### config.mk
export PLATFORM = sky130hd
export DESIGN_NAME = ljpe_front
export DESIGN_NICKNAME = d
export VERILOG_FILES = /design/src/hdl/ljpe_pkg.sv /design/src/hdl/ljpe_front.sv
export SDC_FILE = /design/constraint.sdc
export NUM_CORES = 1
export LEC_CHECK = 0
export BUFFER_PORTS_ARGS = -buffer_cell sky130_fd_sc_hd__buf_2
export CORE_MARGIN = 8
export CORE_UTILIZATION = 22
export DETAILED_ROUTE_END_ITERATION = 8
export PLACE_DENSITY = 0.79
export SLEW_MARGIN = 20
export SYNTH_ARGS = -nofsm -noshare
export SYNTH_HDL_FRONTEND = slang
export SYNTH_SLANG_ARGS = --single-unit
### constraint.sdc
create_clock -name vclk -period 0.9
set_input_delay 0.045 -clock vclk [all_inputs]
set_output_delay 0.045 -clock vclk [all_outputs]
set_load 0.01 [all_outputs]
### src/hdl/ljpe_pkg.sv
`default_nettype none

package ljpe_pkg;

   // command codes on the request channel
   localparam logic [2:0] CMD_WRITE  = 3'd0;
   localparam logic [2:0] CMD_MOVE   = 3'd1;
   localparam logic [2:0] CMD_INSERT = 3'd2;
   localparam logic [2:0] CMD_DELETE = 3'd3;
   localparam logic [2:0] CMD_TOTAL  = 3'd4;

   // register indexes on the csr port
   localparam logic CSR_ATOMS = 1'b0;
   localparam logic CSR_BOX   = 1'b1;

   // result status codes
   localparam logic [1:0] ST_OK  = 2'd0;
   localparam logic [1:0] ST_SAT = 2'd1;
   localparam logic [1:0] ST_BAD = 2'd2;

   // register reset values
   localparam logic [6:0]  ATOMS_RESET = 7'd0;
   localparam logic [22:0] BOX_RESET   = 23'd655360;

   // pair term constants
   localparam logic [49:0]        CUT_SQ    = 50'h0_0009_0000_0000;
   localparam logic [49:0]        NEAR_SQ   = 50'h0_0000_0800_0000;
   localparam logic signed [63:0] NEAR_PAIR = 64'sh0001_0000_0000_0000;
   localparam logic signed [63:0] SHIFT_Q16 = 64'sd359;
   localparam logic [5:0]         DIV_LAST  = 6'd60;

   // accumulator and output limits
   localparam logic signed [63:0] ACC_LIM = 64'sh4000_0000_0000_0000;
   localparam logic signed [63:0] E_MAX   = 64'sh0000_7FFF_FFFF_FFFF;
   localparam logic signed [63:0] E_MIN   = -64'sh0000_8000_0000_0000;

   typedef struct packed {
      logic signed [23:0] x;
      logic signed [23:0] y;
      logic signed [23:0] z;
   } pos_type;

   typedef enum logic [2:0] {
      OP_WRITE,
      OP_MOVE,
      OP_INSERT,
      OP_DELETE,
      OP_TOTAL,
      OP_IGNORE,
      OP_BAD
   } op_type;

   typedef struct packed {
      op_type     op;
      logic [5:0] idx;
      pos_type    pos;
   } item_type;

   typedef struct packed {
      logic    start;
      pos_type a;
      pos_type b;
   } pair_req_type;

   typedef struct packed {
      logic               done;
      logic               near;
      logic signed [63:0] energy;
   } pair_rsp_type;

   typedef enum logic [2:0] {
      P_IDLE,
      P_SQ,
      P_CHK,
      P_DIV,
      P_MUL,
      P_MST,
      P_FIN
   } pair_state_type;

   typedef enum logic [3:0] {
      B_IDLE,
      B_HOME,
      B_FETCH,
      B_LOAD,
      B_WAIT,
      B_OUTER,
      B_OHOME,
      B_FINAL,
      B_DONE
   } back_state_type;

   // add with clamp to +-2^62
   function automatic logic signed [63:0] acc_add(input logic signed [63:0] acc,
                                                  input logic signed [63:0] p);
      logic signed [63:0] s;
      s = acc + p;
      if (s > ACC_LIM) begin
         s = ACC_LIM;
      end else if (s < -ACC_LIM) begin
         s = -ACC_LIM;
      end
      return s;
   endfunction

endpackage

`default_nettype wire

### src/hdl/ljpe_front.sv
`default_nettype none

module ljpe_front #(
   parameter int MAX_ATOMS = 64
) (
   input  wire logic                               req_valid,
   output logic                                    req_stall,
   input  wire logic [2:0]                         req_command,
   input  wire logic [5:0]                         req_atom_index,
   input  wire logic signed [23:0]                 req_pos_x,
   input  wire logic signed [23:0]                 req_pos_y,
   input  wire logic signed [23:0]                 req_pos_z,
   input  wire logic [$clog2(MAX_ATOMS+1)-1:0]     atoms_n,
   input  wire logic                               q_full,
   output logic                                    q_push,
   output ljpe_pkg::item_type                      q_item
);

   localparam int NW = $clog2(MAX_ATOMS + 1);
   localparam int CW = (NW > 7) ? NW : 7;

   logic [CW-1:0] idx_w;
   logic          write_ok;
   logic          use_ok;

   assign req_stall = q_full;
   assign q_push    = req_valid && !q_full;

   // index range checks
   assign idx_w    = CW'(req_atom_index);
   assign write_ok = idx_w < CW'(MAX_ATOMS);
   assign use_ok   = idx_w < CW'(atoms_n);

   // command decode
   always_comb begin
      q_item.idx   = req_atom_index;
      q_item.pos.x = req_pos_x;
      q_item.pos.y = req_pos_y;
      q_item.pos.z = req_pos_z;
      unique case (req_command)
         ljpe_pkg::CMD_WRITE:  q_item.op = write_ok ? ljpe_pkg::OP_WRITE : ljpe_pkg::OP_BAD;
         ljpe_pkg::CMD_MOVE:   q_item.op = use_ok ? ljpe_pkg::OP_MOVE : ljpe_pkg::OP_BAD;
         ljpe_pkg::CMD_INSERT: q_item.op = ljpe_pkg::OP_INSERT;
         ljpe_pkg::CMD_DELETE: q_item.op = use_ok ? ljpe_pkg::OP_DELETE : ljpe_pkg::OP_BAD;
         ljpe_pkg::CMD_TOTAL:  q_item.op = ljpe_pkg::OP_TOTAL;
         default:              q_item.op = ljpe_pkg::OP_IGNORE;
      endcase
   end

endmodule

`default_nettype wire

==> results of run 1 <==
## worst max-delay path by stage
stage / start / end / slack [ps] / depth (start not counted)
after floorplan: atoms_n[2] / q_item[79] / -40 / 6
after global placement: req_atom_index[2] / q_item[79] / -300 / 7
after detailed placement: req_atom_index[2] / q_item[79] / -310 / 7
after CTS: req_atom_index[5] / q_item[78] / -280 / 7
after global routing: atoms_n[2] / q_item[79] / -330 / 8
final: atoms_n[3] / q_item[79] / -270 / 7
## cells by family after synthesis
kind of cell	after synthesis	synth area share, %
buf+inv	86	78.6
compound gates	8	6.98
simple gates	9	6.51
fa+ha+maj	5	7.94
## through the flow
stage | hold WS, ps | setup slack (ps)
6_report | 90.0 | -266
5_1_grt | 90.0 | -330
4_1_cts | 90.1 | -275
3_5_place_dp | 90.1 | -307
3_3_place_gp | 90.1 | -301
2_1_floorplan | 136 | -36.0
## cell usage after synthesis
cell       instances  share of area, %
nor2b_1            2               1.6
nand2_1            2              0.95
o31ai_1            1              0.95
inv_1              7               3.3
ha_1               5               7.9
o2bb2ai_1          1               1.1
and3_1             2               1.6
o21ai_1            1              0.63
a21oi_2            1               1.1
nand3_1            1              0.63
a21oi_1            3               1.9
buf_4             79                75
nor3_2             1               1.3
nor2_1             1              0.48
a221o_1            1               1.3
## layer usage
layer / global-route usage [%] / vias up / part of all wire, % / wire [µm]
met4: 7.04 / 0 / 13 / 210
li1: - / 165 / - / -
met5: 0 / - / 0 / 0
met2: 6.18 / 40 / 41 / 655
met3: 3.68 / 36 / 23 / 357
met1: 3.27 / 164 / 23 / 357
## cell type report
class | instances | area [µm²]
fillers | 383 | 2870
multi-input cells | 22 | 255
repair buffers | 32 | 180
well taps | 46 | 57.6
inverters | 7 | 31.3
## power breakdown
| group | internal (mW) | switching, mW | leakage, nW | total, mW |
|---|---|---|---|---|
| registers | 0 | 0 | 0 | 0 |
| logic | 0.128 | 0.113 | 0.248 | 0.241 |
| clock network | 0 | 0 | 0 | 0 |
## what timing repair did
item / CTS / global route
pin swaps: 3 / 6
hold endpoints to repair: 0 / 0
gates cloned: 0 / 0
endpoints found under the setup margin: 3 / 3
resized for setup: 3 / 7
==> results by group, run 1 <==
Run status
  – Outcome: finished, violations left
  – Failing checks: setup timing

Floorplanning
  – Die height: 75.9 µm
  – # rows: 21
  – I/O pin cnt: 173
  – Chip Width: 75.9 µm
  – Core area: 0.00339 mm²
  – Die Area: 0.00575 mm²
  – Initial Util: 23.3%

Synthesis
  – Syn_area_per_cell: 7.30 µm²
  – YS warnings: 0
  – Seq/Total Area, Yosys: 0%
  – Mapped Cells: 108
  – Count of different cell masters after synthesis: 15
  – Cell Area, Synth: 788 µm²
  – Post-Syn Nets: 203

Drt
  – Initial DRC Count: 6
  – Vias: 405
  – Routed vias/inst: 3.79
  – Wire per inst: 14.8 µm
  – DRT Pass-1 Iters: 3
  – DRT Wirelength: 1.58 mm
  – Residual DRC: 0
  – Antenna Nets Post-Route: 0

Critical path
  – WP buf/inv: 3
  – CP Class: input port to primary output
  – Worst EP required: 850 ps
  – Slowest CP cell: a221o_1
  – Crit path DAT: 1120 ps
  – Setup crit start kind: input port
  – Worst-path maximum fanout: 2
  – Worst path cell trace: buf_2 -> inv_4 -> ha_4 -> and3_4 -> and3_1 -> a221o_1 -> buf_2
  – CP endpoint kind: primary output
  – Top cell by count, worst path: buf_2
  – Top cell family by delay on the critical path: simple AND/OR/NAND/NOR gates
  – Crit-path max cell delay: 240 ps

Global route
  – Wire length of the first global-routing pass: 2.04 mm
  – Initial antenna violation count: 0
  – Total track usage: 4.56%
  – Vias in the first global route: 374
  – Largest net degree at the start of global routing: 5
  – GRT overflow: 0

Clocking
  – Setup Buffers After CTS: 0
  – Hold Buf Count CTS: 0

Timing
  – Fmax: 857 MHz
  – Final Max Tran Viols: 0
  – Least-Margin Pin Slew: 156 ps
  – RSZ-0062 raised after global routing: true
  – Finish-stage setup viols: 3
  – Final Hold Fails: 0
  – Fin crit share: 130%
  – Slew HR: 89.6%
  – Setup TNS: -623 ps
  – Worst Slack Setup Final: -266 ps
  – Tmin final: 1170 ps

Worst hold path
  – Worst hold path type: input port to primary output
  – Hold Startpoint: req_pos_z[2]
  – Hold Path Sink: q_item[2]
  – Hold path depth: 0

Cells and area
  – Synth-to-Final Area Change: -33.5%
  – Commonest non-fill, non-tap cell in the layout: buf_2
  – Seq_cells: 0
  – Clock buffer count: 0
  – Commonest cells after routing, fill and taps aside: 27 x buf_2, 5 x ha_4, 3 x inv_2, 3 x a21oi_2, 3 x buf_4
  – N_diodes: 0
  – Core Util, Final: 15.5%
  – Final Non-Filler Cells: 107
  – Final Instance Area: 524 µm²
  – Final nets: 158
  – Layout cells sized above 1: 82.0%
  – Storage cell area: 0 µm²

Power and ir drop
  – Design Power: 241 µW
  – P per Cell Area: 460 mW/mm²
  – Leakage: 0.248 nW
  – Peak supply drop: 63.1 µV

Place
  – Dpl cell area: 483 µm²
  – Dpl cells: 107
  – HPWL Detailed: 1.40 mm
  – PortBufs: 29
  – GPL Wtd Cong: 0.613

Flow run
  – Max_cap viols: 0
Power figures use the tool's default switching activity.
==> run 2: changes to the inputs <==
--- a/config.mk
+++ b/config.mk
@@ -10,5 +10,5 @@
 export CORE_UTILIZATION = 22
 export DETAILED_ROUTE_END_ITERATION = 8
-export PLACE_DENSITY = 0.79
+export PLACE_DENSITY = 0.77
 export SLEW_MARGIN = 20
 export SYNTH_ARGS = -nofsm -noshare
==> constraint.sdc (replaced) <==
create_clock -name vclk -period 0.9
set_input_delay 0.135 -clock vclk [all_inputs]
set_output_delay 0.135 -clock vclk [all_outputs]
set_load 0.01 [all_outputs]
==> run 2 against run 1 <==
  * The run still ends with setup timing left
  * First-iteration DRC count shrank 33%
  * Via count up 1.2%
  * Setup slack worse by 200 ps
  * Sequential share of layout area unchanged
  * Power rose by 6.4%
  * Count of clock-buffer cells in the layout unchanged
  * Global-route usage decreased by 0.43 points
  * Sequential cell count is the same
  * Critical path depth unchanged
  * Non-clock buffer count grew 3
  * Combinational power grew 7%
  * Cell count is 2.8% higher
  * Critical endpoint unchanged
==> results by group, run 2 (synthesis results as in run 1) <==
Run status
  – Outcome: finished, violations left
  – Failing checks: setup timing

Cells and area
  – Clock buffer count: 0 (unchanged)
  – Final nets: 161 (+1.9%)
  – N_diodes: 0 (unchanged)
  – Seq_cells: 0 (unchanged)
  – Final Instance Area: 553 µm² (+5.5%)
  – Layout cells sized above 1: 84.4% (+2.4 points)
  – Area of the multi-input gates: 262 µm² (+2.5%)
  – Commonest cells after routing, fill and taps aside: 27 x buf_2, 6 x buf_4, 5 x ha_4
  – Commonest non-fill, non-tap cell in the layout: buf_2
  – Fill cell count: 373 (-2.6%)
  – Synth-to-Final Area Change: -29.8%
  – Core Util, Final: 16.3% (+0.85 points)
  – Storage cell area: 0 µm² (unchanged)

Floorplanning
  – I/O pin cnt: 173 (unchanged)
  – Die height: 75.9 µm (unchanged)
  – Core area: 0.00339 mm² (unchanged)
  – Initial Util: 23.3% (unchanged)
  – Chip Width: 75.9 µm (unchanged)
  – # rows: 21 (unchanged)
  – Die Area: 0.00575 mm² (unchanged)

Global route
  – Largest net degree at the start of global routing: 4 (-1)
  – GRT overflow: 0 (unchanged)
  – Initial antenna violation count: 0 (unchanged)
  – Wire length of the first global-routing pass: 1.92 mm (-5.7%)
  – Vias in the first global route: 407 (+8.8%)
  – Total track usage: 4.13% (-0.43 points)

Power and ir drop
  – P per Cell Area: 464 mW/mm² (+0.85%)
  – Design Power: 257 µW (+6.4%)
  – Clk pwr share: 0% (unchanged)
  – Sw Share: 46.7% (-0.31 points)
  – Internal: 137 µW (+7.0%)
  – P_sw: 120 µW (+5.7%)
  – Leakage: 0.264 nW (+6.4%)
  – Sequential Power Share: 0% (unchanged)
  – Peak supply drop: 58.6 µV (-7.1%)
  – Gate power share: 100.0% (about the same)

Timing
  – Worst Slack Setup Final: -465 ps (-199 ps)
  – Fin crit share: 152% (+22 points)
  – Final Hold Fails: 0 (unchanged)
  – Fmax: 733 MHz (-15%)
  – Tmin final: 1370 ps (+199 ps)
  – RSZ-0062 raised after global routing: true
  – Final Max Tran Viols: 0 (unchanged)
  – Finish-stage setup viols: 3 (unchanged)
  – Hold_ws: 270 ps (+180 ps)
  – Least-Margin Pin Slew: 165 ps (+9.53 ps)
  – Slew HR: 89.0% (-0.58 points)

Critical path
  – Setup crit start kind: input port
  – CP Class: input port to primary output
  – Worst-path maximum fanout: 2 (unchanged)
  – Worst path cell trace: buf_6 -> ha_4 -> a21oi_2 -> o21ai_2 -> and3_1 -> a221o_1 -> buf_2
  – Crit-path max cell delay: 250 ps (about the same)
  – WP buf/inv: 2 (-1)
  – Slowest CP cell: a221o_1
  – Crit path DAT: 1230 ps (+110 ps)
  – Top cell family by delay on the critical path: compound AO/OA/AOI/OAI gates
  – Worst EP required: 760 ps (-90 ps)
  – CP endpoint kind: primary output

Clocking
  – Hold Buf Count CTS: 0 (unchanged)
  – Setup Buffers After CTS: 0 (unchanged)

Place
  – Dpl cell area: 512 µm² (+6.0%)
  – Setup WS pre-CTS: -529 ps (-223 ps)
  – HPWL Detailed: 1.32 mm (-6.0%)
  – PortBufs: 29 (unchanged)
  – GPL Wtd Cong: 0.595 (-2.8%)

Drt
  – Vias: 410 (+1.2%)
  – Antenna Nets Post-Route: 0 (unchanged)
  – Residual DRC: 0 (unchanged)
  – Initial DRC Count: 4 (-2)
  – Routed vias/inst: 3.73 (-1.5%)
  – Wire per inst: 13.8 µm (-6.7%)
  – DRT Wirelength: 1.52 mm (-4.0%)
  – DRT Pass-1 Iters: 2 (-1)

Flow run
  – Max_cap viols: 0 (unchanged)

Worst hold path
  – Worst hold path type: input port to primary output
[run 2: cell types whose count changed in the layout (fill, tap and decap cells not counted)]
cell	previous run	this run
buf_4	3	6
o2bb2ai_1	1	0
o2bb2ai_2	0	1
[run 2: final cells by class]
type / count / share of cell area [%]
well taps: 46 / 10.4
multi-input cells: 22 / 47.3
repair buffers: 35 / 36.7
inverters: 7 / 5.66
[run 2: what timing repair did]
action | in CTS | in global routing
cloned | 0 | 0
endpoints found under the setup margin | 3 | 3
gates resized for setup | 6 | 4
pin swaps | 5 | 4
[run 2: per-layer routing]
layer / vias to the layer above / GRT usage (%) / routed length (µm)
met3: 36 / 2.11 / 324
li1: 171 / - / -
met5: - / 0 / 0
met1: 172 / 2.68 / 299
met4: 0 / 8.74 / 255
met2: 31 / 5.80 / 637
[run 2: stage by stage]
step / instances / setup TNS (ps)
2_1_floorplan: 108 / -556
3_3_place_gp: 110 / -1490
3_5_place_dp: 110 / -1550
4_1_cts: 110 / -1280
5_1_grt: 110 / -1450
6_report: 110 / -1230
[run 2: path summary, 6_finish.rpt]
| check | start | endpoint | depth (start not counted) |
|---|---|---|---|
| setup / recovery | req_atom_index[2] | q_item[79] | 7 |
| hold / removal | req_pos_z[20] | q_item[20] | 0 |
[run 2: power groups by stage]
stage                     registers, mW  clock network, mW  logic (mW)
after floorplan                       0                  0       0.462
after detailed placement              0                  0       0.234
final                                 0                  0       0.257
after global placement                0                  0       0.229
after CTS                             0                  0       0.253
after global routing                  0                  0       0.286
