File: src/hdl/ljpe_pkg.sv
`default_nettype none

package ljpe_pkg;

   // command codes on the request channel
   localparam logic [2:0] CMD_WRITE  = 3'd0;
   localparam logic [2:0] CMD_MOVE   = 3'd1;
   localparam logic [2:0] CMD_INSERT = 3'd2;
   localparam logic [2:0] CMD_DELETE = 3'd3;
   localparam logic [2:0] CMD_TOTAL  = 3'd4;

   // register indexes on the csr port
   localparam logic CSR_ATOMS = 1'b0;
   localparam logic CSR_BOX   = 1'b1;

   // result status codes
   localparam logic [1:0] ST_OK  = 2'd0;
   localparam logic [1:0] ST_SAT = 2'd1;
   localparam logic [1:0] ST_BAD = 2'd2;

   // register reset values
   localparam logic [6:0]  ATOMS_RESET = 7'd0;
   localparam logic [22:0] BOX_RESET   = 23'd655360;

   // pair term constants
   localparam logic [49:0]        CUT_SQ    = 50'h0_0009_0000_0000;
   localparam logic [49:0]        NEAR_SQ   = 50'h0_0000_0800_0000;
   localparam logic signed [63:0] NEAR_PAIR = 64'sh0001_0000_0000_0000;
   localparam logic signed [63:0] SHIFT_Q16 = 64'sd359;
   localparam logic [5:0]         DIV_LAST  = 6'd60;

   // accumulator and output limits
   localparam logic signed [63:0] ACC_LIM = 64'sh4000_0000_0000_0000;
   localparam logic signed [63:0] E_MAX   = 64'sh0000_7FFF_FFFF_FFFF;
   localparam logic signed [63:0] E_MIN   = -64'sh0000_8000_0000_0000;

   typedef struct packed {
      logic signed [23:0] x;
      logic signed [23:0] y;
      logic signed [23:0] z;
   } pos_type;

   typedef enum logic [2:0] {
      OP_WRITE,
      OP_MOVE,
      OP_INSERT,
      OP_DELETE,
      OP_TOTAL,
      OP_IGNORE,
      OP_BAD
   } op_type;

   typedef struct packed {
      op_type     op;
      logic [5:0] idx;
      pos_type    pos;
   } item_type;

   typedef struct packed {
      logic    start;
      pos_type a;
      pos_type b;
   } pair_req_type;

   typedef struct packed {
      logic               done;
      logic               near;
      logic signed [63:0] energy;
   } pair_rsp_type;

   typedef enum logic [2:0] {
      P_IDLE,
      P_SQ,
      P_CHK,
      P_DIV,
      P_MUL,
      P_MST,
      P_FIN
   } pair_state_type;

   typedef enum logic [3:0] {
      B_IDLE,
      B_HOME,
      B_FETCH,
      B_LOAD,
      B_WAIT,
      B_OUTER,
      B_OHOME,
      B_FINAL,
      B_DONE
   } back_state_type;

   // add with clamp to +-2^62
   function automatic logic signed [63:0] acc_add(input logic signed [63:0] acc,
                                                  input logic signed [63:0] p);
      logic signed [63:0] s;
      s = acc + p;
      if (s > ACC_LIM) begin
         s = ACC_LIM;
      end else if (s < -ACC_LIM) begin
         s = -ACC_LIM;
      end
      return s;
   endfunction

endpackage

`default_nettype wire

File: src/hdl/ljpe_pair.sv
`default_nettype none

module ljpe_pair (
   input  wire logic                 clock,
   input  wire logic                 reset,
   input  wire logic [22:0]          box,
   input  ljpe_pkg::pair_req_type    req,
   output ljpe_pkg::pair_rsp_type    rsp
);

   ljpe_pkg::pair_state_type state_ff, state_in;

   logic [24:0]        ax_ff, ax_in, ay_ff, ay_in, az_ff, az_in;
   logic [49:0]        s_ff, s_in;
   logic [5:0]         cnt_ff, cnt_in;
   logic [35:0]        r_ff, r_in;
   logic [33:0]        q_ff, q_in;
   logic [33:0]        u_ff, u_in;
   logic [43:0]        u3_ff, u3_in;
   logic [58:0]        u6_ff, u6_in;
   logic [47:0]        opa_ff, opa_in, opb_ff, opb_in;
   logic [95:0]        prod_ff, prod_in;
   logic [1:0]         mstep_ff, mstep_in;
   logic               done_ff, done_in;
   logic               near_ff, near_in;
   logic signed [63:0] energy_ff, energy_in;

   // distance terms from the request positions
   logic signed [24:0] dx, dy, dz, exa, exb;
   logic [24:0]        adx, ady, adz;
   logic [23:0]        axa, axb;
   logic signed [26:0] wrap;
   logic [26:0]        awrap;
   logic [24:0]        ax_new;

   always_comb begin
      dx  = {req.a.x[23], req.a.x} - {req.b.x[23], req.b.x};
      dy  = {req.a.y[23], req.a.y} - {req.b.y[23], req.b.y};
      dz  = {req.a.z[23], req.a.z} - {req.b.z[23], req.b.z};
      adx = dx[24] ? 25'(-dx) : dx;
      ady = dy[24] ? 25'(-dy) : dy;
      adz = dz[24] ? 25'(-dz) : dz;
      exa = {req.a.x[23], req.a.x};
      exb = {req.b.x[23], req.b.x};
      axa = exa[24] ? 24'(-exa) : exa[23:0];
      axb = exb[24] ? 24'(-exb) : exb[23:0];
      // x-only image: box minus both absolute coordinates
      wrap   = $signed({4'b0, box}) - $signed({3'b0, axa}) - $signed({3'b0, axb});
      awrap  = wrap[26] ? 27'(-wrap) : wrap;
      ax_new = ({1'b0, adx, 1'b0} > {4'b0, box}) ? awrap[24:0] : adx;
   end

   // datapath helpers
   logic [24:0] sq_op;
   logic [49:0] sq;
   logic [36:0] rs;
   logic        ge;
   logic [23:0] ma, mb;
   logic [47:0] pp;
   logic [95:0] pp_sh;
   logic [63:0] r64;
   logic signed [63:0] diff;

   always_comb begin
      case (cnt_ff[1:0])
         2'd0:    sq_op = ax_ff;
         2'd1:    sq_op = ay_ff;
         default: sq_op = az_ff;
      endcase
      sq = sq_op * sq_op;
      rs = {r_ff, (cnt_ff == 6'd0)};
      ge = rs >= {1'b0, s_ff[35:0]};
      ma = cnt_ff[1] ? opa_ff[47:24] : opa_ff[23:0];
      mb = cnt_ff[0] ? opb_ff[47:24] : opb_ff[23:0];
      pp = ma * mb;
      case (cnt_ff[1:0])
         2'd0:    pp_sh = 96'(pp);
         2'd3:    pp_sh = {pp, 48'd0};
         default: pp_sh = {24'd0, pp, 24'd0};
      endcase
      r64  = prod_ff[91:28];
      diff = $signed({5'b0, u6_ff}) - $signed({20'b0, u3_ff});
   end

   // sequencer: squares, cut-off check, reciprocal, powers, final term
   always_comb begin
      state_in  = state_ff;
      ax_in     = ax_ff;
      ay_in     = ay_ff;
      az_in     = az_ff;
      s_in      = s_ff;
      cnt_in    = cnt_ff;
      r_in      = r_ff;
      q_in      = q_ff;
      u_in      = u_ff;
      u3_in     = u3_ff;
      u6_in     = u6_ff;
      opa_in    = opa_ff;
      opb_in    = opb_ff;
      prod_in   = prod_ff;
      mstep_in  = mstep_ff;
      done_in   = 1'b0;
      near_in   = near_ff;
      energy_in = energy_ff;
      unique case (state_ff)
         ljpe_pkg::P_IDLE: begin
            if (req.start) begin
               ax_in    = ax_new;
               ay_in    = ady;
               az_in    = adz;
               s_in     = '0;
               cnt_in   = '0;
               state_in = ljpe_pkg::P_SQ;
            end
         end
         ljpe_pkg::P_SQ: begin
            s_in   = s_ff + sq;
            cnt_in = cnt_ff + 6'd1;
            if (cnt_ff[1:0] == 2'd2) begin
               state_in = ljpe_pkg::P_CHK;
            end
         end
         ljpe_pkg::P_CHK: begin
            if (s_ff >= ljpe_pkg::CUT_SQ) begin
               done_in   = 1'b1;
               near_in   = 1'b0;
               energy_in = '0;
               state_in  = ljpe_pkg::P_IDLE;
            end else if (s_ff < ljpe_pkg::NEAR_SQ) begin
               done_in   = 1'b1;
               near_in   = 1'b1;
               energy_in = ljpe_pkg::NEAR_PAIR;
               state_in  = ljpe_pkg::P_IDLE;
            end else begin
               r_in     = '0;
               q_in     = '0;
               cnt_in   = '0;
               state_in = ljpe_pkg::P_DIV;
            end
         end
         ljpe_pkg::P_DIV: begin
            r_in   = ge ? 36'(rs - {1'b0, s_ff[35:0]}) : rs[35:0];
            q_in   = {q_ff[32:0], ge};
            cnt_in = cnt_ff + 6'd1;
            if (cnt_ff == ljpe_pkg::DIV_LAST) begin
               u_in     = q_in;
               opa_in   = 48'(q_in);
               opb_in   = 48'(q_in);
               prod_in  = '0;
               cnt_in   = '0;
               mstep_in = '0;
               state_in = ljpe_pkg::P_MUL;
            end
         end
         ljpe_pkg::P_MUL: begin
            prod_in = prod_ff + pp_sh;
            cnt_in  = cnt_ff + 6'd1;
            if (cnt_ff[1:0] == 2'd3) begin
               state_in = ljpe_pkg::P_MST;
            end
         end
         ljpe_pkg::P_MST: begin
            prod_in  = '0;
            cnt_in   = '0;
            mstep_in = mstep_ff + 2'd1;
            case (mstep_ff)
               2'd0: begin
                  opa_in   = 48'(r64[38:0]);
                  opb_in   = 48'(u_ff);
                  state_in = ljpe_pkg::P_MUL;
               end
               2'd1: begin
                  u3_in    = r64[43:0];
                  opa_in   = 48'(r64[43:0]);
                  opb_in   = 48'(r64[43:0]);
                  state_in = ljpe_pkg::P_MUL;
               end
               default: begin
                  u6_in    = r64[58:0];
                  state_in = ljpe_pkg::P_FIN;
               end
            endcase
         end
         ljpe_pkg::P_FIN: begin
            done_in   = 1'b1;
            near_in   = 1'b0;
            energy_in = (diff >>> 10) + ljpe_pkg::SHIFT_Q16;
            state_in  = ljpe_pkg::P_IDLE;
         end
         default: state_in = ljpe_pkg::P_IDLE;
      endcase
   end

   always_ff @(posedge clock) begin
      if (reset) begin
         state_ff <= ljpe_pkg::P_IDLE;
         done_ff  <= 1'b0;
      end else begin
         state_ff <= state_in;
         done_ff  <= done_in;
      end
   end

   always_ff @(posedge clock) begin
      ax_ff     <= ax_in;
      ay_ff     <= ay_in;
      az_ff     <= az_in;
      s_ff      <= s_in;
      cnt_ff    <= cnt_in;
      r_ff      <= r_in;
      q_ff      <= q_in;
      u_ff      <= u_in;
      u3_ff     <= u3_in;
      u6_ff     <= u6_in;
      opa_ff    <= opa_in;
      opb_ff    <= opb_in;
      prod_ff   <= prod_in;
      mstep_ff  <= mstep_in;
      near_ff   <= near_in;
      energy_ff <= energy_in;
   end

   assign rsp.done   = done_ff;
   assign rsp.near   = near_ff;
   assign rsp.energy = energy_ff;

endmodule

`default_nettype wire

File: config.mk
export PLATFORM = sky130hd
export DESIGN_NAME = ljpe_pair
export DESIGN_NICKNAME = d
export VERILOG_FILES = /design/src/hdl/ljpe_pkg.sv /design/src/hdl/ljpe_pair.sv
export SDC_FILE = /design/constraint.sdc
export NUM_CORES = 2
export LEC_CHECK = 0
export BUFFER_PORTS_ARGS = -buffer_cell sky130_fd_sc_hd__buf_2
export CORE_MARGIN = 1
export CORE_UTILIZATION = 45
export CTS_BUF_LIST = sky130_fd_sc_hd__clkbuf_4
export DETAILED_ROUTE_END_ITERATION = 8
export HOLD_SLACK_MARGIN = 0.05
export RECOVER_POWER = 100
export REMOVE_ABC_BUFFERS = 1
export SLEW_MARGIN = 20
export SYNTH_ARGS = -nofsm -noshare
export SYNTH_HDL_FRONTEND = slang
export SYNTH_SLANG_ARGS = --single-unit
File: constraint.sdc
create_clock -name clock -period 14.5 [get_ports clock]
set_input_delay 0.725 -clock clock [delete_from_list [all_inputs] [get_ports clock]]
set_output_delay 0.725 -clock clock [all_outputs]
set_load 0.05 [all_outputs]
==> impl_metrics.py <==
metrics = {
    "global_routing": {
        "grt_pass1_vias": 62800,
        "grt_start_max_net_pins": 77,
        "grt_pass1_wl_mm": 369,
        "grt_overflow": 0,
        "grt_usage_pct": 27.7,
        "antenna_found_initial": 6,
    },
    "min_path": {
        "hp-class": "input pin to flip-flop",
        "whs_path_depth": 4,
        "min_from": "req[96]",
        "min_to": "ay_ff[0]",
    },
    "place": {
        "hpwl_mm": 197,
        "place_ws_ns": 1.28,
        "io_buffers": 235,
        "dp.cells": 10900,
        "gp_congestion": 0.989,
    },
    "yosys": {
        "yosys_warnings": 0,
        "synthArstFlopShare_pct": 0,
        "ys_seq_area_share_pct": 21.6,
        "synth_xor_area_share_pct": 5.38,
        "yosys.cell_types.count": 96,
        "avgSynthCellArea_um2": 9.20,
        "synth-adder-area-share_pct": 36.4,
        "muxShareOfSynthArea_pct": 2.13,
        "synthFlopType": "edfxtp_1",
        "syn_inst": 8515,
        "mappedNetlistArea_um2": 78300,
        "synth_edf_count": 561,
        "ys_ff_latch": 565,
        "synth_top_family_by_area": "adder cells",
        "synth_compound_area_share_pct": 11.6,
        "yosys.area_share.simple_pct": 14.3,
    },
    "cells_and_area": {
        "layout.nets": 10600,
        "num-fill-cells": 16600,
        "stdcell_count": 11200,
        "layout-drive-gt1-share_pct": 7.26,
        "multi_input_area_um2": 54800,
        "regArea_um2": 16900,
        "area_growth_pct": 7.46,
    },
    "sta": {
        "min_period_ns": 13.37,
        "worst_pin_slew_ns": 4.40,
        "timing.final.setup_violations": 0,
        "maxSlewHeadroom_pct": -194,
        "finalMaxSlewViolations": 904,
        "tns_ns": 0,
        "worst_slack_ns": 1.13,
        "rsz0062_at_grt": "false",
        "min_period_over_period_pct": 92.2,
        "hold_viol": 0,
        "fin_skew_ns": 0.105,
        "max_freq_mhz": 74.8,
    },
    "die": {
        "start_util_pct": 45.5,
        "core_um2": 172000,
        "die-area_um2": 176000,
        "dieHeight_um": 419,
        "rows": 152,
        "fp.dieW_um": 419,
        "io_pins": 236,
    },
    "clocking": {
        "cts_resized": 0,
        "post_cts_buffers": 0,
        "cts_sinks": 565,
        "insertion_delay_ns": 1.19,
        "cts.clk_slew.worst_paths_ns": 0.07,
        "cts_hold_buf": 2,
        "root_buffer": "clkbuf_4",
        "cts.htree.levels": 4,
        "cts_buffer_depth": 3,
        "cts_buffers": 161,
        "cts_tree": "built",
    },
    "setup_path": {
        "regToRegEndpoint": "s_ff[49]",
        "slowest_stage": "clkbuf_1",
        "r2r_start": "cnt_ff[0]",
        "rr_worst_depth": 32,
        "crit_top_cell": "fa_1",
        "reg2reg_slack_ns": 1.13,
        "cp.arrival_ns": 14.25,
        "cp-start-kind": "flip-flop",
        "path_max_fanout": 27,
        "end_kind": "flip-flop",
        "worstPathRequired_ns": 15.38,
        "worstSetupPathType": "flip-flop to flip-flop",
        "cpPeakStageDelay_ns": 1.13,
    },
    "detailed_routing": {
        "drc": 0,
        "first_pass_iters": 6,
        "ant_nets": 0,
        "dr.first_iter.drc_count": 4680,
        "routed_wl_mm": 243,
        "vias_per_cell": 5.53,
        "via_count": 61900,
        "wl_per_cell_um": 21.7,
    },
    "job": {
        "drv_cap": 20,
    },
    "run_status": {
        "outcome": "finished, violations left",
        "violations": "max-capacitance violations, max-slew violations",
    },
}
==> how the worst max path moves through the flow <==
stage	from	to	slack [ns]
after CTS	cnt_ff[0]	prod_ff[86]	1.29
final	cnt_ff[0]	s_ff[49]	1.13
after global routing	cnt_ff[0]	s_ff[49]	0.38
after detailed placement	cnt_ff[0]	prod_ff[86]	1.28
after global placement	cnt_ff[0]	prod_ff[86]	1.34
after floorplan	state_ff[0]	opa_ff[0]	1.82
==> Yosys cell counts (51+ instances only) <==
master	instances	share of area, %
nand3_1	103	0.66
nor2_1	928	4.4
a21oi_1	375	2.4
xnor2_1	289	3.2
a31oi_1	55	0.44
edfxtp_1	561	22
inv_1	1459	7.0
nand2_1	799	3.8
nand4_1	60	0.48
fa_1	1004	26
mux2i_1	101	1.3
mux2_2	54	0.78
and2_1	105	0.84
and3_1	64	0.51
ha_1	674	11
xor2_1	192	2.1
nor2b_1	71	0.57
nor3_1	109	0.70
o21ai_0	259	1.7
o21a_1	63	0.60
a21o_1	226	2.2
a22o_1	66	0.74
a211oi_1	51	0.49
clkbuf_1	250	1.2
==> through the flow <==
step / utilization (%) / instance area [um2] / hold WS [ns]
global route: 48.9 / 84100 / 0.125
detailed placement: 47.8 / 82300 / 0.451
global placement: 47.8 / 82300 / 0.436
floorplan: - / 77100 / 0.426
CTS: 49.0 / 84400 / 0.0785
finish: 48.9 / 84100 / 0.196
==> logic make-up (layout without fill, tap and decap cells) <==
group	count (synthesis)	in the layout
compound gates	1393	1393
xor+xnor	481	481
fa+ha+maj	1678	1678
buf+inv	1755	2111
flops	565	565
mux	159	159
other cells	0	13
simple gates	2484	2484
==> layout by cell type (no fill, tap or decap), types with 45 or more instances in the layout <==
cell type,n
clkbuf_1,93
inv_1,1459
fa_1,1004
buf_4,99
a21oi_1,369
nor3_1,107
nand4_1,60
clkbuf_4,216
a211oi_1,50
a22o_1,66
buf_2,168
a31oi_1,55
a21o_1,226
or3_1,47
and2_1,71
mux2_2,45
nor2b_1,70
nor2_1,927
xor2_1,192
mux2i_1,94
nand3_1,102
o21a_1,63
o21bai_1,45
clkinv_1,46
ha_1,673
edfxtp_1,561
nand2_1,797
o21ai_0,260
and3_1,64
xnor2_1,289
==> layout make-up <==
type | count | share of cell area (%)
clock buffer | 216 | 1.93
multi-input combinational | 6195 | 65.1
tap | 2310 | 3.44
inverter | 1467 | 6.54
clock inverter | 66 | 0.488
timing repair buffer | 362 | 2.32
sequential | 565 | 20.1
antenna | 13 | 0.0387
==> sequential cells by signal, indices dropped and copies added, names as in the netlist, 33 cells and up <==
signal and flops:
energy_ff 51, prod_ff 87, opb_ff 43, u6_ff 59, u_ff 34, opa_ff 40
r_ff 36, u3_ff 44, s_ff 50, q_ff 33
==> per-layer routing <==
metal / global-route usage, % / wire length [um]
met1: 35.4 / 99900
met2: 46.6 / 117000
met3: 3.87 / 14800
met4: 11.9 / 11400
met5: 0 / 28
==> worst max-delay path, delay by kind of cell, from the launching register on <==
kind | cells | cell delay [ns]
DFF | 1 | 0.94
buffers and inverters | 8 | 3.54
adders and majority gates | 9 | 4.52
AOI/OAI and AO/OA | 8 | 2.33
xor gates and xnor gates | 1 | 0.16
and+or+nand+nor | 6 | 1.56
Power is not shown: default switching activity piles up to over one toggle a cycle in this logic, so the estimate is an artifact.
