### src/hdl/ljpe_pkg.sv
`default_nettype none

package ljpe_pkg;

   // command codes on the request channel
   localparam logic [2:0] CMD_WRITE  = 3'd0;
   localparam logic [2:0] CMD_MOVE   = 3'd1;
   localparam logic [2:0] CMD_INSERT = 3'd2;
   localparam logic [2:0] CMD_DELETE = 3'd3;
   localparam logic [2:0] CMD_TOTAL  = 3'd4;

   // register indexes on the csr port
   localparam logic CSR_ATOMS = 1'b0;
   localparam logic CSR_BOX   = 1'b1;

   // result status codes
   localparam logic [1:0] ST_OK  = 2'd0;
   localparam logic [1:0] ST_SAT = 2'd1;
   localparam logic [1:0] ST_BAD = 2'd2;

   // register reset values
   localparam logic [6:0]  ATOMS_RESET = 7'd0;
   localparam logic [22:0] BOX_RESET   = 23'd655360;

   // pair term constants
   localparam logic [49:0]        CUT_SQ    = 50'h0_0009_0000_0000;
   localparam logic [49:0]        NEAR_SQ   = 50'h0_0000_0800_0000;
   localparam logic signed [63:0] NEAR_PAIR = 64'sh0001_0000_0000_0000;
   localparam logic signed [63:0] SHIFT_Q16 = 64'sd359;
   localparam logic [5:0]         DIV_LAST  = 6'd60;

   // accumulator and output limits
   localparam logic signed [63:0] ACC_LIM = 64'sh4000_0000_0000_0000;
   localparam logic signed [63:0] E_MAX   = 64'sh0000_7FFF_FFFF_FFFF;
   localparam logic signed [63:0] E_MIN   = -64'sh0000_8000_0000_0000;

   typedef struct packed {
      logic signed [23:0] x;
      logic signed [23:0] y;
      logic signed [23:0] z;
   } pos_type;

   typedef enum logic [2:0] {
      OP_WRITE,
      OP_MOVE,
      OP_INSERT,
      OP_DELETE,
      OP_TOTAL,
      OP_IGNORE,
      OP_BAD
   } op_type;

   typedef struct packed {
      op_type     op;
      logic [5:0] idx;
      pos_type    pos;
   } item_type;

   typedef struct packed {
      logic    start;
      pos_type a;
      pos_type b;
   } pair_req_type;

   typedef struct packed {
      logic               done;
      logic               near;
      logic signed [63:0] energy;
   } pair_rsp_type;

   typedef enum logic [2:0] {
      P_IDLE,
      P_SQ,
      P_CHK,
      P_DIV,
      P_MUL,
      P_MST,
      P_FIN
   } pair_state_type;

   typedef enum logic [3:0] {
      B_IDLE,
      B_HOME,
      B_FETCH,
      B_LOAD,
      B_WAIT,
      B_OUTER,
      B_OHOME,
      B_FINAL,
      B_DONE
   } back_state_type;

   // add with clamp to +-2^62
   function automatic logic signed [63:0] acc_add(input logic signed [63:0] acc,
                                                  input logic signed [63:0] p);
      logic signed [63:0] s;
      s = acc + p;
      if (s > ACC_LIM) begin
         s = ACC_LIM;
      end else if (s < -ACC_LIM) begin
         s = -ACC_LIM;
      end
      return s;
   endfunction

endpackage

`default_nettype wire

### src/hdl/ljpe_queue.sv
`default_nettype none

module ljpe_queue (
   input  wire logic               clock,
   input  wire logic               reset,
   input  wire logic               push,
   input  ljpe_pkg::item_type      push_item,
   output logic                    full,
   output logic                    valid,
   output ljpe_pkg::item_type      item,
   input  wire logic               pop
);

   ljpe_pkg::item_type ent_ff [2];
   logic       wr_ptr_ff, wr_ptr_in;
   logic       rd_ptr_ff, rd_ptr_in;
   logic [1:0] count_ff, count_in;

   assign full  = (count_ff == 2'd2);
   assign valid = (count_ff != 2'd0);
   assign item  = ent_ff[rd_ptr_ff];

   // pointer and fill count
   always_comb begin
      wr_ptr_in = wr_ptr_ff;
      rd_ptr_in = rd_ptr_ff;
      count_in  = count_ff;
      if (push) begin
         wr_ptr_in = ~wr_ptr_ff;
      end
      if (pop) begin
         rd_ptr_in = ~rd_ptr_ff;
      end
      if (push && !pop) begin
         count_in = count_ff + 2'd1;
      end else if (pop && !push) begin
         count_in = count_ff - 2'd1;
      end
   end

   always_ff @(posedge clock) begin
      if (reset) begin
         wr_ptr_ff <= 1'b0;
         rd_ptr_ff <= 1'b0;
         count_ff  <= 2'd0;
      end else begin
         wr_ptr_ff <= wr_ptr_in;
         rd_ptr_ff <= rd_ptr_in;
         count_ff  <= count_in;
      end
   end

   // entry storage
   always_ff @(posedge clock) begin
      if (push) begin
         ent_ff[wr_ptr_ff] <= push_item;
      end
   end

endmodule

`default_nettype wire

### config.mk
export PLATFORM = sky130hd
export DESIGN_NAME = ljpe_queue
export DESIGN_NICKNAME = d
export VERILOG_FILES = /design/src/hdl/ljpe_pkg.sv /design/src/hdl/ljpe_queue.sv
export SDC_FILE = /design/constraint.sdc
export NUM_CORES = 1
export LEC_CHECK = 0
export ABC_CLOCK_PERIOD_IN_PS = 7050
export CAP_MARGIN = 20
export CORE_ASPECT_RATIO = 1.2
export CORE_MARGIN = 2
export CORE_UTILIZATION = 30
export CTS_BUF_LIST = sky130_fd_sc_hd__clkbuf_4
export DETAILED_ROUTE_END_ITERATION = 6
export DONT_BUFFER_PORTS = 1
export HOLD_SLACK_MARGIN = 0.12
export PLACE_DENSITY = 0.41
export SYNTH_ARGS = -nofsm -noshare
export SYNTH_HDL_FRONTEND = slang
export SYNTH_SLANG_ARGS = --single-unit
### constraint.sdc
create_clock -name clock -period 7.05 [get_ports clock]
set_input_delay 1.41 -clock clock [delete_from_list [all_inputs] [get_ports clock]]
set_output_delay 1.41 -clock clock [all_outputs]
set_load 0.01 [all_outputs]
==> results of run 1 <==
[cell type report]
type,count,area [um^2],share of cell area
clock buffers,19,142.6,0.02148
multi-input cells,97,1028,0.1549
inverters,1,3.754,0.0005652
clock inverters,13,121.4,0.01827
well taps,265,331.6,0.04992
repair buffers,4,42.54,0.006405
diodes,1,2.502,0.0003768
flip-flops and latches,167,4969,0.7481
[worst reg2reg max path, cell delays in order (launching register included)]
cell and delay (ns):
dfxtp_1 0.44, and2_4 0.55, buf_4 0.65
[cells in the mapped netlist]
cell type	instances	area, um^2
inv_1	1	3.750
and2_1	1	6.260
or2_2	1	6.260
ha_1	1	12.51
nor2_1	4	15.01
mux2_2	81	912.1
or3_1	1	6.260
nor2b_1	1	6.260
buf_6	8	90.09
o21ai_0	1	5.000
edfxtp_1	162	4865
and2b_2	1	8.760
a21oi_1	1	5.000
buf_4	1	7.510
xor2_1	2	17.52
xnor2_1	2	17.52
dfxtp_1	5	100.1
[sequential cells by signal (all words and copies together) (netlist names), named ones only]
name       flops
count_ff       2
ent_ff       162
rd_ptr_ff      1
wr_ptr_ff      1
[layout by cell type (no fill, tap or decap), drive strengths merged]
master    instances
edfxtp          162
mux2             81
clkbuf           19
dfxtp             5
inv               5
clkinv            5
nor2              4
buf               4
clkinvlp          3
xnor2             2
xor2              2
diode             1
or2               1
and2              1
and2b             1
nor2b             1
o21ai             1
or3               1
a21oi             1
ha                1
bufinv            1
[where the power goes]
part,switching [mW],total (mW),internal (mW)
sequential,0.0207,1.18,1.16
clock,0.339,0.526,0.187
combinational,0.0967,0.159,0.0628
[metrics by stage]
step                worst slack, ns  area, um^2
finish                        3.293        6641
global route                  3.026        6641
CTS                           3.094        6639
detailed placement            3.774        6375
global placement              3.553        6355
floorplan                     1.569        6085
[worst paths after layout]
kind | startpoint | endpoint | slack, ns | depth (start not counted)
worst max register to register | wr_ptr_ff | ent_ff[1][19] | 5.03 | 2
worst max-delay path | flop | item[52] | 3.29 | 2
worst min register to register | count_ff[1] | count_ff[1] | 0.51 | 2
worst min-delay path | count_ff[1] | count_ff[1] | 0.51 | 2
[per-layer routing]
metal,GRT usage,wire [um]
met1,0.1118,3881
met2,0.1851,5964
met3,0.05111,930
met4,0.04062,146
met5,0,0
[cell families after synthesis]
| kind of cell | Yosys count |
|---|---|
| AND/OR/NAND/NOR | 9 |
| adder cells (fa/ha/maj) | 1 |
| XOR/XNOR | 4 |
| AO/OA/AOI/OAI | 2 |
| buffers and inverters | 10 |
| multiplexers | 81 |
| flip-flops | 167 |
==> summary.md, run 1 <==
| Metric | Value |
|---|---|
| Outcome | `completed` |
| Clock buffer depth | `2` |
| Layout cells sized above 1 | `0.4020` |
| Starting Density | `0.3036` |
| Worst slew margin | `0.5700` |
| Max-cap viol count | `0` |
| Cell count after synthesis | `274` |
| Main combinational cell family by area after synthesis | `multiplexers` |
| H-tree levels | `4` |
| Setup crit start kind | `flop` |
| DRC viols | `0` |
| Post-layout min period | `between 3 and 4 ns` |
| Nets | `between 300 and 400` |
| Row cnt | `57` |
| Arr. time, crit path | `between 2 and 2.5 ns` |
| Total die area | `around 21000 um^2` |
| Syn nets | `360` |
| Worst hold path type | `reg2reg` |
| DR iter-0 viols | `slightly above 100` |
| Hold slack | `around 0.51 ns` |
| Fin cells | `~570` |
| Crit end category | `output pin` |
| Slew @ Worst Pin | `between 0.6 and 0.7 ns` |
| Hold Vio Cnt, Final | `0` |
| Routed Antenna Nets | `0` |
| Die height | `between 150 and 200 um` |
| Cts-stage hold buffer count | `0` |
| Max-slew violation count | `0` |
| Clk slew on worst S/H paths | `roughly 0.14 ns` |
| Adder-Cell Fraction of Synth Area | `0.002056` |
| Crit Path Max Fanout | `between 40 and 50` |
| WL final | `approximately 11000 um` |
| Final Util | `0.3314` |
| CTS tree | `yes` |
| Synthesized area | `roughly 6100 um^2` |
| Number of global-route vias before repair | `2656` |
| Setup Total Neg Slack | `0 ns` |
| Post-CTS Setup Inserts | `0` |
| Max incr delay on CP | `~0.69 ns` |
| Final Setup Violations | `0` |
| Filler Cell Count | `1936` |
| Synth Area in XOR/XNOR | `0.005758` |
| Total power draw | `1.862 mW` |
| Crit Path Class | `reg2out` |
| RD Place Congestion | `roughly 0.68` |
| Pwr dens | `about 280 nW/um^2` |
| Post-CTS sizing | `0` |
| Unique masters post-synth | `17` |
| Num Clock Sinks | `167` |
| Synth-to-layout area growth | `9.151%` |
| Avg WL per Cell | `just under 20 um` |
| Buf/Inv on CP | `1` |
| Yosys warning count | `0` |
| Seq cells post-synth | `between 150 and 200` |
| Total CTS buffers | `17` |
| Synth Area per Inst | `~22 um^2` |
| Post-route clock period utilization | `0.5330` |
| WP data required | `between 5 and 6 ns` |
| Post-synthesis mux area share | `0.1499` |
| Max rail drop VDD | `0.1161 mV` |
| Clock Skew | `between 0.01 and 0.015 ns` |
| Sequential area share after synthesis | `0.8160` |
| Leakage | `2.091 nW` |
| Post-Synth Simple-Gate Area | `0.008020` |
| DRT Pass-1 Iters | `3` |
| Ports | `~170` |
| FMAX | `about 0.27 GHz` |
| CORE AREA | `20040 um^2` |
| Via count | `between 2k and 2.5k` |
| Grt total ovfl | `0` |
| CP cell instances | `buf_4 -> mux2_2` |
| DP Cell Count | `~530` |
| Global-route wire length before repair | `roughly 17000 um` |
| RSZ-0062 raised after global routing | `no` |
| Clock Latency Late Sink | `~0.53 ns` |
| Synth Area in Compound Gates | `0.001645` |
| IO Port Bufs | `0` |
| Vias/cell | `roughly 4.3` |
| CP max-delay cell | `dfxtp_4` |
| DP Wirelength | `6738 um` |
| Total GRT Usage | `0.1069` |
| Initial antenna violation count | `1` |
| Pin count of the biggest net entering global routing | `between 40 and 50` |
| Largest delay share family, worst path | `flip-flops` |
| Width of the die | `around 130 um` |
| Root Driver | `clkbuf_4` |
(Power assumes the default switching activity.)
==> inputs of run 2 (changes only) <==
--- a/config.mk
+++ b/config.mk
@@ -5,7 +5,7 @@
 export SDC_FILE = /design/constraint.sdc
 export NUM_CORES = 1
 export LEC_CHECK = 0
-export ABC_CLOCK_PERIOD_IN_PS = 7050
+export ABC_CLOCK_PERIOD_IN_PS = 3540
 export CAP_MARGIN = 20
 export CORE_ASPECT_RATIO = 1.2
 export CORE_MARGIN = 2
==> constraint.sdc (replaced) <==
create_clock -name clock -period 3.54 [get_ports clock]
set_input_delay 0.708 -clock clock [delete_from_list [all_inputs] [get_ports clock]]
set_output_delay 0.708 -clock clock [all_outputs]
set_load 0.01 [all_outputs]
==> summary.md, run 2 (synthesis gave the netlist of run 1 again) <==
| Metric | Value |
|---|---|
| Clock buffer depth | `2` |
| Clock Skew | `about 0.015 ns` |
| Fin cells | `around 570` |
| Total GRT Usage | `0.1046` |
| CORE AREA | `between 20000 and 25000 um^2` |
| Avg WL per Cell | `slightly below 20 um` |
| Placement Cell Area | `between 6000 and 7000 um^2` |
| Global-route wire length before repair | `~16000 um` |
| Root Driver | `clkbuf_4` |
| Post-CTS Setup Inserts | `0` |
| Row cnt | `57` |
| Via count | `approximately 2.4k` |
| Worst hold path type | `in2reg` |
| Leakage | `roughly 2.1 nW` |
| Commonest non-fill, non-tap cell in the layout | `edfxtp_1` |
| DP Wirelength | `just under 7000 um` |
| Ports | `about 170` |
| Pin count of the biggest net entering global routing | `48` |
| Setup crit start kind | `flop` |
| Max rail drop VDD | `~0.19 mV` |
| Nets | `374` |
| Clk slew on worst S/H paths | `0.13 ns` |
| Arr. time, crit path | `around 2.1 ns` |
| Cts-stage hold buffer count | `0` |
| Total die area | `~21000 um^2` |
| Routed Antenna Nets | `0` |
| FMAX | `between 0.3 and 0.4 GHz` |
| Outcome | `completed` |
| Slew @ Worst Pin | `between 0.6 and 0.7 ns` |
| Hold slack | `between 0.2 and 0.25 ns` |
| Grt total ovfl | `0` |
| Max reg flops | `about 160` |
| Synth-to-layout area growth | `9.336%` |
| Vias/cell | `between 4 and 5` |
| Most frequent cells in the layout | `edfxtp_1, mux2_2, clkbuf_4` |
| Post-CTS sizing | `0` |
| Final WS setup | `between 0.7 and 0.8 ns` |
| Total CTS buffers | `17` |
| RD Place Congestion | `0.6844` |
| Crit Path Class | `reg2out` |
| IO Port Bufs | `0` |
| Die height | `between 150 and 200 um` |
| Pwr dens | `approximately 560 nW/um^2` |
| Total power draw | `roughly 3.7 mW` |
| Initial antenna violation count | `1` |
| R2R setup slack | `between 1.5 and 2 ns` |
| Largest regs | `ent_ff (162), count_ff (2)` |
| Number of global-route vias before repair | `2650` |
| Layout cells sized above 1 | `0.4020` |
| DP Cell Count | `around 530` |
| Setup Total Neg Slack | `0 ns` |
| Starting Density | `0.3036` |
| Fin area | `6653 um^2` |
| Crit Path Max Fanout | `47` |
| H-tree levels | `4` |
| RSZ-0062 raised after global routing | `no` |
| Num Clock Sinks | `around 170` |
| Final Util | `0.3320` |
| DRT Pass-1 Iters | `3` |
| Clock Latency Late Sink | `between 0.5 and 0.6 ns` |
| DRC viols | `0` |
| Setup WS pre-CTS | `approximately 1.2 ns` |
| DR iter-0 viols | `around 150` |
| Hold Vio Cnt, Final | `0` |
| Max-slew violation count | `0` |
| Reg with most FFs | `ent_ff` |
| Post-route clock period utilization | `0.7846` |
| Worst slew margin | `0.5398` |
| Max-cap viol count | `0` |
| Width of the die | `between 100 and 150 um` |
| WP data required | `between 2 and 3 ns` |
| Final Setup Violations | `0` |
| WL final | `between 10000 and 15000 um` |
| Crit end category | `output pin` |
| Post-layout min period | `~2.8 ns` |
| CTS tree | `yes` |
## run 2: cell types whose count changed in the layout (fill, tap and decap cells not counted), moves of 2 or more
cell and delta:
clkinv_2 +2, clkinv_4 +2, clkinvlp_4 -2, inv_6 -2
## run 2: worst max-delay path, stage by stage (launching register included)
cell and delay [ns]:
dfxtp_4 0.80, buf_12 0.30, mux2_2 0.41
## run 2: area by class of cell
cell class	count	area (um^2)
fillers	1894	13390
flip-flops and latches	167	4969
multi-input cells	97	1028
well taps	265	331.6
clock buffers	18	135.1
clock inverters	14	127.6
repair buffers	4	55.05
inverters	1	3.754
diodes	1	2.502
## run 2: worst paths after layout
| path | from | end | depth (start not counted) |
|---|---|---|---|
| worst min register to register | count_ff[1] | count_ff[1] | 2 |
| worst max register to register | wr_ptr_ff | ent_ff[1][59] | 2 |
| worst max-delay path | flop | item[19] | 2 |
| worst min-delay path | reset | flop | 1 |
## run 2: power breakdown
group | internal (mW) | switching [mW] | leakage, nW
clock network | 0.365 | 0.671 | 0.147
registers | 2.30 | 0.0484 | 1.56
logic | 0.127 | 0.187 | 0.392
## run 2: routing by layer
layer  share of wire  wire length [um]  GRT usage  vias up
met1            0.36              4026     0.1030     1243
met4           0.012               131    0.04352        0
met2            0.53              5894     0.1821       86
li1                -                 -          -     1106
met5               0                 0          0        -
met3           0.089               986    0.05587        5
==> inputs of run 3 (changes only) <==
--- a/config.mk
+++ b/config.mk
@@ -5,7 +5,7 @@
 export SDC_FILE = /design/constraint.sdc
 export NUM_CORES = 1
 export LEC_CHECK = 0
-export ABC_CLOCK_PERIOD_IN_PS = 3540
+export ABC_CLOCK_PERIOD_IN_PS = 2560
 export CAP_MARGIN = 20
 export CORE_ASPECT_RATIO = 1.2
 export CORE_MARGIN = 2
==> constraint.sdc (replaced) <==
create_clock -name clock -period 2.56 [get_ports clock]
set_input_delay 0.512 -clock clock [delete_from_list [all_inputs] [get_ports clock]]
set_output_delay 0.512 -clock clock [all_outputs]
set_load 0.01 [all_outputs]
==> summary.md, run 3 (synthesis gave the netlist of run 1 again) <==
| Metric | Value |
|---|---|
| Die height | `roughly 160 um` |
| CORE AREA | `between 20000 and 25000 um^2` |
| Leakage | `~2.5 nW` |
| Fin area | `between 7000 and 8000 um^2` |
| Clock Latency Late Sink | `0.52 ns` |
| Pwr dens | `slightly above 700 nW/um^2` |
| RSZ-0062 raised after global routing | `no` |
| Multi-input gate area | `a little over 1000 um^2` |
| Root Driver | `clkbuf_4` |
| Starting Density | `0.3036` |
| Fin cells | `between 600 and 700` |
| Final Setup Violations | `0` |
| Number of global-route vias before repair | `between 3k and 4k` |
| Cts-stage hold buffer count | `85` |
| Max-slew violation count | `0` |
| Outcome | `completed` |
| Buf/Inv on CP | `1` |
| Initial antenna violation count | `1` |
| Reg with most FFs | `ent_ff` |
| Post-CTS Setup Inserts | `0` |
| Most frequent cells in the layout | `edfxtp_1, dlygate4sd3_1, mux2_2, clkbuf_4, buf_4` |
| Width of the die | `between 100 and 150 um` |
| Max incr delay on CP | `about 0.43 ns` |
| Largest regs | `ent_ff (162), count_ff (2)` |
| Row cnt | `between 50 and 60` |
| Layout cells sized above 1 | `0.3213` |
| RD Place Congestion | `0.6899` |
| Setup Total Neg Slack | `0 ns` |
| DP Cell Count | `around 540` |
| Vias/cell | `4.311` |
| Filler Cell Count | `between 1.5k and 2k` |
| CP cell instances | `buf_4 -> mux2_2` |
| WP data required | `around 2 ns` |
| Seq. cell area | `~5000 um^2` |
| Synth-to-layout area growth | `24.57%` |
| Pin count of the biggest net entering global routing | `between 40 and 50` |
| Post-CTS sizing | `0` |
| DRC viols | `0` |
| Num Clock Sinks | `167` |
| Nets | `~460` |
| Avg WL per Cell | `17.33 um` |
| CTS tree | `yes` |
| Via count | `between 2k and 3k` |
| Crit Path Max Fanout | `33` |
| Crit Path Class | `reg2out` |
| Setup crit start kind | `flop` |
| Ports | `roughly 170` |
| Clk slew on worst S/H paths | `around 0.14 ns` |
| Slew @ Worst Pin | `around 0.66 ns` |
| DP Wirelength | `roughly 7200 um` |
| Post-layout min period | `2.228 ns` |
| Worst hold path type | `in2reg` |
| Placement Cell Area | `~6400 um^2` |
| Grt total ovfl | `0` |
| H-tree levels | `4` |
| DR iter-0 viols | `131` |
| IO Port Bufs | `0` |
| Max reg flops | `around 160` |
| Crit end category | `output pin` |
| Max rail drop VDD | `approximately 0.29 mV` |
| CP max-delay cell | `mux2_2` |
| Largest delay share family, worst path | `multiplexers` |
| Global-route wire length before repair | `16970 um` |
| Total die area | `21440 um^2` |
| Total CTS buffers | `17` |
| Routed Antenna Nets | `0` |
| Final Util | `0.3782` |
| Commonest non-fill, non-tap cell in the layout | `edfxtp_1` |
| Total GRT Usage | `0.1084` |
| Hold Vio Cnt, Final | `0` |
| Clock buffer depth | `2` |
| Max-cap viol count | `0` |
| Worst slew margin | `0.5595` |
| Arr. time, crit path | `approximately 1.7 ns` |
| WL final | `about 11000 um` |
| Total power draw | `between 5 and 6 mW` |
| FMAX | `0.4487 GHz` |
| DRT Pass-1 Iters | `4` |
| Clock Skew | `roughly 0.016 ns` |
| Post-route clock period utilization | `0.8705` |
-- run 3: worst reg2reg max path, stage by stage, from the launching register on --
cell and delay (ns):
dfxtp_1 0.43, and2_4 0.44, buf_4 0.31
-- run 3: metal layers --
metal  vias up  global-route usage  wire length (um)
met4         0             0.05416               197
met1      1439              0.1054              4096
met3         9             0.03556               609
met5         -                   0                 0
li1       1290                   -                 -
met2        86              0.2023              6446
-- run 3: per-stage QoR --
| stage | hold slack [ns] | setup slack (ns) |
|---|---|---|
| detailed placement | 0.4973 | 0.8606 |
| floorplan | 0.4564 | 0.3921 |
| finish | 0.3277 | 0.3316 |
| CTS | 0.2423 | 0.2073 |
| global route | 0.2481 | 0.1695 |
| global placement | 0.4716 | 0.9131 |
-- run 3: where the power goes --
group | leakage [nW] | switching [mW] | internal [mW]
Sequential | 1.56 | 0.0418 | 3.18
Clock | 0.170 | 0.922 | 0.730
Combinational | 0.764 | 0.319 | 0.268
Total | 2.50 | 1.28 | 4.18
-- run 3: path summary, 6_finish.rpt --
path	cells after the start	slack (ns)	endpoint	from
setup / recovery	2	0.33	item[1]	flop
hold / removal	3	0.33	count_ff[0]	push
setup reg to reg	2	1.07	ent_ff[1][14]	wr_ptr_ff
hold reg to reg	2	0.52	count_ff[1]	count_ff[1]
-- run 3: layout make-up --
class                           count  share of cell area
Antenna cell                        1           0.0003301
Clock buffer                       20             0.01981
Clock inverter                     12             0.02195
Inverter                            1           0.0004952
Multi-Input combinational cell     97              0.1357
Sequential cell                   167              0.6555
Tap cell                          265             0.04374
Timing Repair Buffer               92              0.1225
